==> config.mk <==
export PLATFORM = sky130hd
export DESIGN_NAME = bwst_div
export DESIGN_NICKNAME = d
export VERILOG_FILES = /design/src/design/bwst_pkg.sv /design/src/design/bwst_div.sv
export SDC_FILE = /design/constraint.sdc
export NUM_CORES = 1
export LEC_CHECK = 0
export ABC_CLOCK_PERIOD_IN_PS = 2800
export BUFFER_PORTS_ARGS = -buffer_cell sky130_fd_sc_hd__buf_2
export CORE_ASPECT_RATIO = 1.4
export CORE_UTILIZATION = 48
export DETAILED_ROUTE_END_ITERATION = 12
export GPL_TIMING_DRIVEN = 0
export PLACE_DENSITY = 0.82
export SLEW_MARGIN = 0
export SYNTH_ARGS = -nofsm -noshare
export SYNTH_HDL_FRONTEND = slang
export SYNTH_SLANG_ARGS = --single-unit
==> constraint.sdc <==
create_clock -name clk -period 2.8 [get_ports clk]
set_clock_uncertainty 0.15 [all_clocks]
set_input_delay 0.14 -clock clk [delete_from_list [all_inputs] [get_ports clk]]
set_output_delay 0.14 -clock clk [all_outputs]
set_load 0.01 [all_outputs]
==> src/design/bwst_pkg.sv <==
// Shared types and constants for the vertex bone weight store.
package bwst_pkg;

  localparam int W_W        = 16;   // weight width, unsigned Q0.16
  localparam int B_W        = 8;    // bone index width
  localparam int VID_W      = 16;   // vertex id width
  localparam int VCNT_W     = 13;   // vertex_count register width
  localparam int OUT_SLOTS  = 4;    // slots shown on the result ports
  localparam int IDX_W      = 2;    // index over the result slots
  localparam int Q_W        = 17;   // quotient width before saturation
  localparam int CNT_W      = 5;    // divider step counter width

  localparam logic [VCNT_W-1:0] VCNT_RESET = 13'd4096;
  localparam logic [W_W-1:0]    W_ZERO     = 16'd0;

  typedef enum logic {
    OP_ADD  = 1'b0,
    OP_READ = 1'b1
  } bwst_op_t;

  typedef enum logic [2:0] {
    ST_CLEAR,
    ST_IDLE,
    ST_FETCH,
    ST_DIV_GO,
    ST_DIV_WAIT,
    ST_DONE
  } bwst_state_t;

endpackage

==> src/design/bwst_div.sv <==
// Bit-serial restoring divider for weight normalization, saturating to 16 bits.
module bwst_div #(
  parameter int SUM_W = 18
) (
  input  logic                          clk,
  input  logic                          rst_n,
  input  logic                          start,
  input  logic [SUM_W+bwst_pkg::Q_W-1:0] num,
  input  logic [SUM_W-1:0]              den,
  output logic                          done,
  output logic [bwst_pkg::W_W-1:0]      quot
);
  import bwst_pkg::*;

  logic [SUM_W-1:0] rem_r, rem_nxt;
  logic [Q_W-1:0]   lo_r, lo_nxt;
  logic [Q_W-1:0]   q_r, q_nxt;
  logic [SUM_W-1:0] den_r;
  logic [CNT_W-1:0] cnt_r, cnt_nxt;
  logic             done_r, done_nxt;
  logic [SUM_W:0]   trial;
  logic [SUM_W:0]   diff;
  logic             ge;

  // one quotient bit per step; the upper numerator bits are already below den
  always_comb begin
    trial    = {rem_r, lo_r[Q_W-1]};
    diff     = trial - {1'b0, den_r};
    ge       = trial >= {1'b0, den_r};
    rem_nxt  = rem_r;
    lo_nxt   = lo_r;
    q_nxt    = q_r;
    cnt_nxt  = cnt_r;
    done_nxt = 1'b0;
    if (start) begin
      rem_nxt = num[SUM_W+Q_W-1:Q_W];
      lo_nxt  = num[Q_W-1:0];
      q_nxt   = '0;
      cnt_nxt = CNT_W'(Q_W);
    end else if (cnt_r != '0) begin
      rem_nxt  = ge ? diff[SUM_W-1:0] : trial[SUM_W-1:0];
      lo_nxt   = {lo_r[Q_W-2:0], 1'b0};
      q_nxt    = {q_r[Q_W-2:0], ge};
      cnt_nxt  = cnt_r - 1'b1;
      done_nxt = (cnt_r == CNT_W'(1));
    end
  end

  // control state
  always_ff @(posedge clk) begin
    if (!rst_n) begin
      cnt_r  <= '0;
      done_r <= 1'b0;
    end else begin
      cnt_r  <= cnt_nxt;
      done_r <= done_nxt;
    end
  end

  // datapath
  always_ff @(posedge clk) begin
    rem_r <= rem_nxt;
    lo_r  <= lo_nxt;
    q_r   <= q_nxt;
    if (start) begin
      den_r <= den;
    end
  end

  assign done = done_r;
  // quotient never exceeds 65536, so the top bit alone flags saturation
  assign quot = q_r[Q_W-1] ? {W_W{1'b1}} : q_r[W_W-1:0];

endmodule

==> flow_summary.json, run 1 <==
{
  "outcome": "finished clean",
  "dieWidth_um": 80.5,
  "gp_congestion": 0.846,
  "num_rows": 39,
  "die_height_um": 112,
  "r2r_cells": 9,
  "die-area_um2": 9010,
  "p_total_mw": 5.33,
  "cpPeakStageDelay_ps": 380,
  "synth.avg_cell_area_um2": 10.4,
  "wl_per_cell_um": 16.5,
  "cts_tree": "yes",
  "ir_drop_mv": 0.548,
  "cts_sinks": 76,
  "fin_util_pct": 69.9,
  "fin_hold_ws_ps": 154,
  "cts_buffer_depth": 2,
  "endpoint_kind": "register",
  "dp_cells": 571,
  "yosysSeqAreaShare_pct": 49.5,
  "initial_core_util_pct": 50.2,
  "critPathSlowestCell": "edfxtp_1",
  "synth-seq-cells": 76,
  "crit_required_ps": 2740,
  "dpl-instance-area_um2": 4630,
  "num_vias": 3582,
  "grt_usage_pct": 24.5,
  "worstReg2RegEnd": "rem_r[8]",
  "timing.rr.start": "den_r[12]",
  "antenna_cells": 0,
  "crit_chain": "inv_1 > ha_2 > a21oi_2 > o21ai_0 > a21oi_2 > o311ai_4 > a21oi_4 > mux2_2 > mux2_2",
  "tightest_slew_ps": 638,
  "r2r_slack_ps": 30,
  "fmax_ghz": 0.361,
  "synth_nets": 475,
  "dp_slack_ps": -188,
  "drt_wl_total_um": 10700,
  "ios": 73,
  "synth_ff_type": "edfxtp_1",
  "syn_inst": 397,
  "layout_common_cells": "73 x buf_2, 54 x dlygate4sd3_1, 53 x edfxtp_1",
  "power.density_nw_per_um2": 924,
  "finalHoldViolations": 0,
  "setup_ws_ps": 28.5,
  "critPathArrivalTime_ps": 2710,
  "hold_class": "input pin to register",
  "async_flop_share_pct": 0,
  "yosysUniqueCellTypes": 50,
  "fin_nets": 617,
  "leakagePower_nw": 2.42,
  "relSlewSlack_pct": 57.5,
  "period_needed_ps": 2770,
  "grt_first_pass_wirelength_um": 16700,
  "dpl.hpwl_um": 6580,
  "portBuffers": 72,
  "holdPathEnd": "den_r[14]",
  "finalSetupViolations": 0,
  "fin_cells": 646,
  "dr.pass1.iters": 7,
  "hp-start": "start",
  "hold_depth": 1,
  "period_share_pct": 99.0,
  "fin_area_um2": 5760,
  "cts_buffers": 9,
  "ant_nets": 0,
  "synth-edff-count": 53,
  "detail_route.iter0.violations": 260,
  "cts_max_level": 3,
  "first_global_vias": 3644,
  "syn2layout_area_growth_pct": 39.2,
  "grt_max_degree": 36,
  "slew_violations": 0,
  "final_common_cell": "buf_2",
  "antenna_found_initial": 0,
  "grt_overflow_total": 0,
  "crit_fanout": 6,
  "maxCapViolations": 0,
  "clk-insertion-delay-late_ps": 340,
  "cts_root_buffer": "clkbuf_16",
  "routed_via_density": 5.54,
  "layout-drive-gt1-share_pct": 30.1,
  "clkTransAtPathRegs_ps": 60,
  "start_kind": "register",
  "core-area_um2": 8250,
  "drc_errors": 0,
  "synth_area_um2": 4140,
  "crit_type": "register to register",
  "finalSetupTns_ps": 0,
  "synth_warnings": 0
}
## metal layers
| metal | global-route usage [%] | vias to the layer above | part of all wire [%] |
|---|---|---|---|
| met2 | 43.0 | 148 | 53 |
| met4 | 13.3 | 0 | 3.1 |
| met3 | 4.43 | 32 | 5.3 |
| met5 | 0 | - | 0 |
| met1 | 27.2 | 1686 | 38 |
| li1 | - | 1716 | - |
## critical path, delay by kind of cell (launching register included)
family | cells | cell delay (ps)
compound gates | 5 | 980
buf+inv | 1 | 80
mux | 2 | 620
flops | 1 | 380
fa+ha+maj | 1 | 310
## worst max-delay path by stage
stage | endpoint | startpoint | slack [ps] | cells after the start
finish | rem_r[8] | den_r[12] | 30 | 9
global route | rem_r[8] | den_r[12] | -40 | 9
CTS | rem_r[15] | rem_r[13] | 3 | 9
detailed placement | rem_r[15] | rem_r[13] | -190 | 9
global placement | lo_r[11] | start | -690 | 4
floorplan | rem_r[15] | rem_r[13] | 220 | 9
## cells by family after synthesis
group	count (synthesis)	synth area share, %
mux	22	5.92
compound gates	89	14.7
xor+xnor	15	3.17
fa+ha+maj	22	6.83
simple gates	132	16.0
buf+inv	41	3.87
flops	76	49.5
## repair_timing
action,CTS,global route
cloned,0,1
hold buffers,54,0
setup endpoints to repair,18,53
hold endpoints to repair,56,0
buffers inserted,0,4
gates resized for setup,9,33
pin swaps,1,11
## cell type report
type / count / area, µm²
Tap cell: 102 / 128
Multi-Input combinational cell: 280 / 2100
Fill cell: 605 / 2480
Inverter: 23 / 86.3
Clock buffer: 13 / 325
Sequential cell: 76 / 2050
Buffer: 18 / 85.1
Timing Repair Buffer: 131 / 942
Clock inverter: 3 / 42.5
## cell usage after synthesis (all sizes together), types with 3 or more instances
cell type  instances  area [µm²]
mux2              20         225
o21ai             10        53.8
o311ai             8        77.6
a211oi             4        42.5
edfxtp            53        1590
nand3b             7        52.6
nand2b             6        37.5
a21oi             38         194
nor3              10        55.1
a221o              7        70.1
or2               16         100
nor2b              7        43.8
xor2               8        70.1
a21o               6        45.0
o211ai             4        30.0
clkbuf            14        52.6
ha                21         263
nand2             54         205
and3b              3        26.3
xnor2              7        61.3
nand3              4        20.0
nor2              15        56.3
or3                3        18.8
dfxtp             23         460
inv               23        86.3
buf                4        21.3
and2               3        18.8
## power by group
part | internal, mW | switching [mW] | leakage (nW)
Sequential | 1.50 | 0.132 | 0.730
Combinational | 1.04 | 1.30 | 1.51
Clock | 0.905 | 0.450 | 0.180
Total | 3.44 | 1.88 | 2.42
## registers in the layout, summed over array words and instances (netlist names)
| signal | count |
|---|---|
| cnt_r | 5 |
| done | 1 |
| den_r | 18 |
| rem_r | 18 |
| lo_r | 17 |
| q_r | 17 |
Note: power is estimated with default switching activity, not from simulation.
==> inputs of run 2 (changes only) <==
--- a/config.mk
+++ b/config.mk
@@ -7,11 +7,13 @@
 export LEC_CHECK = 0
 export ABC_CLOCK_PERIOD_IN_PS = 2800
 export BUFFER_PORTS_ARGS = -buffer_cell sky130_fd_sc_hd__buf_2
+export CAP_MARGIN = 20
 export CORE_ASPECT_RATIO = 1.4
 export CORE_UTILIZATION = 48
 export DETAILED_ROUTE_END_ITERATION = 12
 export GPL_TIMING_DRIVEN = 0
 export PLACE_DENSITY = 0.82
+export SETUP_SLACK_MARGIN = 0.2
 export SLEW_MARGIN = 0
 export SYNTH_ARGS = -nofsm -noshare
 export SYNTH_HDL_FRONTEND = slang
==> flow_summary.json, run 2 (synthesis gave the netlist of run 1 again) <==
{
  "outcome": "complete, but fails checks",
  "violations": "setup timing",
  "num_rows": 39,
  "layout-drive-gt1-share_pct": 39.2,
  "grt_overflow_total": 0,
  "cts_tree": "yes",
  "syn2layout_area_growth_pct": 53.6,
  "crit_required_ps": 2740,
  "fin_nets": 645,
  "period_needed_ps": 2990,
  "fin_area_um2": 6360,
  "drc_errors": 0,
  "dpl.hpwl_um": 6580,
  "leakagePower_nw": 2.62,
  "intPower_mw": 4.12,
  "crit_path_start": "den_r[1]",
  "die-area_um2": 9010,
  "first_global_vias": 4007,
  "grt_first_pass_wirelength_um": 19300,
  "portBuffers": 72,
  "pwr-share-comb_pct": 53.9,
  "clkTransAtPathRegs_ps": 60,
  "dieWidth_um": 80.5,
  "cts_buffers": 9,
  "routed_via_density": 6.03,
  "dr.pass1.iters": 5,
  "fmax_ghz": 0.334,
  "crit_chain": "inv_2 > ha_4 > nand2b_4 > a211oi_4 > o21ai_4 > o311ai_4 > a21oi_4 > buf_6 > buf_6 > mux2i_1 > mux2_2",
  "layout_common_cells": "72 x buf_2, 54 x dlygate4sd3_1, 53 x edfxtp_1",
  "crit_type": "register to register",
  "p_sw_mw": 2.51,
  "antenna_found_initial": 0,
  "core-area_um2": 8250,
  "num_vias": 4061,
  "critPathArrivalTime_ps": 2930,
  "clk-insertion-delay-late_ps": 340,
  "finalSetupViolations": 18,
  "fin_hold_ws_ps": 167,
  "ant_nets": 0,
  "crit_fanout": 5,
  "p_total_mw": 6.63,
  "setup_ws_ps": -190,
  "tightest_slew_ps": 777,
  "cts_root_buffer": "clkbuf_16",
  "final_common_cell": "buf_2",
  "switching_share_pct": 37.8,
  "hold_class": "input pin to register",
  "slew_violations": 0,
  "start_kind": "register",
  "cts_sinks": 76,
  "antenna_cells": 0,
  "cts_buffer_depth": 2,
  "seqPwrFrac_pct": 25.5,
  "endpoint_kind": "register",
  "relSlewSlack_pct": 48.2,
  "cpPeakStageDelay_ps": 410,
  "gp_congestion": 0.846,
  "grt_usage_pct": 28.6,
  "cts_max_level": 3,
  "die_height_um": 112,
  "worst_path_most_repeated_cell": "buf_6",
  "initial_core_util_pct": 50.2,
  "drt_wl_total_um": 14000,
  "ir_drop_mv": 0.594,
  "maxCapViolations": 0,
  "power.density_nw_per_um2": 1040,
  "reg_top3": "den_r x18, rem_r x18",
  "critPathSlowestCell": "edfxtp_1",
  "rsz0062_at_grt": "yes",
  "finalHoldViolations": 0,
  "clkPwrFrac_pct": 20.6,
  "dpl-instance-area_um2": 4630,
  "timing.rr.start": "den_r[1]",
  "detail_route.iter0.violations": 441,
  "wl_per_cell_um": 20.8,
  "grt_max_degree": 36,
  "period_share_pct": 107,
  "hp-start": "start",
  "ios": 73
}
==> run 2: layer usage <==
metal | up-vias | global-route usage [%] | routed length (µm)
met2 | 261 | 48.0 | 6980
met5 | - | 0 | 0
li1 | 1774 | - | -
met3 | 84 | 7.38 | 1120
met1 | 1942 | 30.8 | 5040
met4 | 0 | 19.2 | 858
==> run 2: area by class of cell <==
class / instances / area, µm²
multi-input cells: 280 / 2400
flip-flops and latches: 76 / 2050
fillers: 501 / 1890
repair buffers: 159 / 1200
clock buffers: 13 / 325
well taps: 102 / 128
plain buffers: 18 / 120
inverters: 23 / 86.3
clock inverters: 3 / 42.5
==> run 2: path summary, 6_finish.rpt <==
path / end / slack [ps] / cells after the start
setup / recovery: rem_r[0] / -190 / 11
hold / removal: den_r[17] / 170 / 1
setup reg to reg: rem_r[0] / -190 / 11
hold reg to reg: q_r[10] / 320 / 2
==> run 2: worst max-delay path: cells and delay by family, from the launching register on <==
| kind | cells | cell delay [ps] |
|---|---|---|
| flip-flops | 1 | 410 |
| adder cells (fa/ha/maj) | 1 | 290 |
| buffers and inverters | 3 | 360 |
| AND/OR/NAND/NOR | 1 | 70 |
| AO/OA/AOI/OAI | 4 | 1010 |
| multiplexers | 2 | 430 |
==> run 2: what timing repair did <==
item	in CTS	in global routing
hold buffers	54	0
cloned	1	1
endpoints found under the setup margin	54	19
gates resized for setup	61	40
pin swaps	19	28
hold endpoints to repair	56	0
buffers inserted	13	18
==> run 2: through the flow <==
stage	std cells	worst slack, ps	TNS [ps]	utilization (%)
6_report	674	-190	-2000	77.1
5_1_grt	674	-255	-3490	77.1
4_1_cts	655	83.8	0	72.7
3_5_place_dp	571	-188	-8410	56.2
3_3_place_gp	571	-692	-25850	56.1
2_1_floorplan	397	220	0	-
==> run 2: power groups by stage <==
stage | clock network (mW) | logic (mW) | registers, mW
floorplan | 0 | 1.45 | 1.59
global placement | 0 | 1.78 | 1.62
detailed placement | 0 | 1.83 | 1.63
CTS | 1.38 | 2.61 | 1.65
global route | 1.42 | 3.69 | 1.70
finish | 1.37 | 3.57 | 1.69
==> inputs of run 3 (changes only) <==
--- a/config.mk
+++ b/config.mk
@@ -5,6 +5,7 @@
 export SDC_FILE = /design/constraint.sdc
 export NUM_CORES = 1
 export LEC_CHECK = 0
+export ABC_AREA = 1
 export ABC_CLOCK_PERIOD_IN_PS = 2800
 export BUFFER_PORTS_ARGS = -buffer_cell sky130_fd_sc_hd__buf_2
 export CAP_MARGIN = 20
@@ -12,7 +13,7 @@
 export CORE_UTILIZATION = 48
 export DETAILED_ROUTE_END_ITERATION = 12
 export GPL_TIMING_DRIVEN = 0
-export PLACE_DENSITY = 0.82
+export PLACE_DENSITY = 0.81
 export SETUP_SLACK_MARGIN = 0.2
 export SLEW_MARGIN = 0
 export SYNTH_ARGS = -nofsm -noshare
==> flow_summary.json, run 3 <==
{
  "outcome": "finished clean",
  "fillers": 750,
  "multi_input_area_um2": 1970,
  "seqCellArea_um2": 2050,
  "cts_buffer_depth": 2,
  "dp_cells": 714,
  "die-area_um2": 9490,
  "gp_congestion": 0.908,
  "critPathArrivalTime_ps": 2390,
  "clkTransAtPathRegs_ps": 60,
  "leakagePower_nw": 2.86,
  "yosysSeqAreaShare_pct": 47.0,
  "detail_route.iter0.violations": 216,
  "drt_wl_total_um": 10600,
  "fmax_ghz": 0.408,
  "tightest_slew_ps": 651,
  "cts_sinks": 76,
  "ios": 73,
  "dieWidth_um": 82.6,
  "fin_nets": 752,
  "maxCapViolations": 0,
  "core-area_um2": 8710,
  "cts_tree": "yes",
  "synthTopCellsByCount": "195 x nand2_1, 68 x inv_1, 53 x edfxtp_1",
  "portBuffers": 72,
  "synth-seq-cells": 76,
  "final_common_cell": "nand2_1",
  "dpl-instance-area_um2": 4880,
  "grt_first_pass_wirelength_um": 18200,
  "period_share_pct": 87.5,
  "cts_max_level": 3,
  "initial_core_util_pct": 50.1,
  "routed_via_density": 5.01,
  "crit_fanout": 10,
  "dpl.hpwl_um": 7220,
  "endpoint_kind": "register",
  "synth_nets": 614,
  "finalSetupTns_ps": 0,
  "syn2layout_area_growth_pct": 31.4,
  "grt_max_degree": 36,
  "rsz0062_at_grt": "no",
  "slew_violations": 0,
  "ant_nets": 0,
  "synth_area_um2": 4370,
  "yosysTopAreaCell": "edfxtp_1",
  "cts_root_buffer": "clkbuf_16",
  "syn_inst": 536,
  "num_vias": 3929,
  "num_rows": 40,
  "die_height_um": 115,
  "layout-drive-gt1-share_pct": 18.3,
  "postCtsSetupRepairBufs": 0,
  "synth_warnings": 0,
  "synth-edff-count": 53,
  "wl_per_cell_um": 13.5,
  "finalSetupViolations": 0,
  "synth_most_common_cell": "nand2_1",
  "dr.pass1.iters": 5,
  "relSlewSlack_pct": 56.6,
  "finalHoldViolations": 0,
  "antenna_found_initial": 0,
  "grt_usage_pct": 25.5,
  "fin_area_um2": 5730,
  "yosysUniqueCellTypes": 34,
  "grt_overflow_total": 0,
  "power.density_nw_per_um2": 859,
  "p_total_mw": 4.93,
  "ir_drop_mv": 0.544,
  "first_global_vias": 4099,
  "cts_buffers": 9,
  "reg_top3": "den_r x18, rem_r x18",
  "antenna_cells": 0,
  "fin_cells": 784,
  "yosysTopAreaCellShare_pct": 36.5,
  "crit_required_ps": 2740,
  "synth.avg_cell_area_um2": 8.14,
  "hold_class": "input pin to register",
  "layout_common_cells": "195 x nand2_1, 76 x buf_2, 68 x inv_1",
  "clk-insertion-delay-late_ps": 340,
  "drc_errors": 0,
  "netlist_top_cells_area": "edfxtp_1 36%, nand2_1 17%, dfxtp_1 11%",
  "fin_hold_ws_ps": 174,
  "synth_ff_type": "edfxtp_1",
  "crit_type": "register to register",
  "start_kind": "register",
  "period_needed_ps": 2450,
  "async_flop_share_pct": 0
}
## run 3: cell count changes in the layout (fill, tap and decap cells not counted), sizes merged, moves of 8 or more
cell and change:
clkbuf -12, nand2 +158, a21oi -24, buf -28, inv +54, o22ai +16
or2 -15, nand3 +25, nor2 +13, nand3b +15, mux2 -20, o311ai -8
## run 3: cells by family (layout without fill, tap and decap cells)
kind of cell | Yosys count | in the layout | synth area share [%]
AOI/OAI and AO/OA | 42 | 42 | 5.53
xor gates and xnor gates | 10 | 10 | 2.01
adders and majority gates | 22 | 22 | 6.48
buffers and inverters | 88 | 231 | 8.11
DFF | 76 | 76 | 47.0
and+or+nand+nor | 298 | 298 | 30.9
## run 3: path summary, 6_finish.rpt
path / startpoint / to / slack (ps) / cells past startpoint
max: rem_r[15] / rem_r[3] / 350 / 8
min: start / den_r[11] / 170 / 1
max reg2reg: rem_r[15] / rem_r[3] / 350 / 8
min reg2reg: q_r[11] / q_r[11] / 350 / 2
## run 3: final cells by class
cell class,instances,area share (%)
Inverter,75,4.91
Tap cell,105,2.29
Multi-Input combinational cell,372,34.3
Timing Repair Buffer,127,16.1
Clock buffer,10,4.17
Buffer,13,1.29
Sequential cell,76,35.8
Clock inverter,6,1.20
## run 3: metrics by stage
step	worst slack, ps	utilization (%)
2_1_floorplan	249	-
3_3_place_gp	-298	55.8
3_5_place_dp	344	56.0
4_1_cts	331	65.8
5_1_grt	223	65.8
6_report	349	65.8
## run 3: power breakdown
group,switching [mW],leakage [nW],internal (mW),total (mW)
Combinational,1.30,1.98,0.867,2.16
Sequential,0.0981,0.734,1.47,1.57
Clock,0.473,0.152,0.722,1.20
## run 3: layer usage
layer	share of wire, %	routed length, µm	GRT usage, %	vias up
met5	0	0	0	-
met4	1.6	170	9.77	0
met3	3.7	398	5.24	14
met2	54	5780	47.5	91
met1	40	4270	27.6	1822
li1	-	-	-	2002
## run 3: repair_timing
item,CTS,global route
hold endpoints to repair,59,0
setup endpoints to repair,0,3
hold buffers,54,0
gates resized for setup,0,2
## run 3: critical path: stages, from the launching register on
cell and delay (ps):
edfxtp_1 390, ha_1 370, a21oi_1 240, o21ai_1 120
nor2_4 340, buf_2 340, nand3b_1 120, nand3_1 90
nand2_1 50
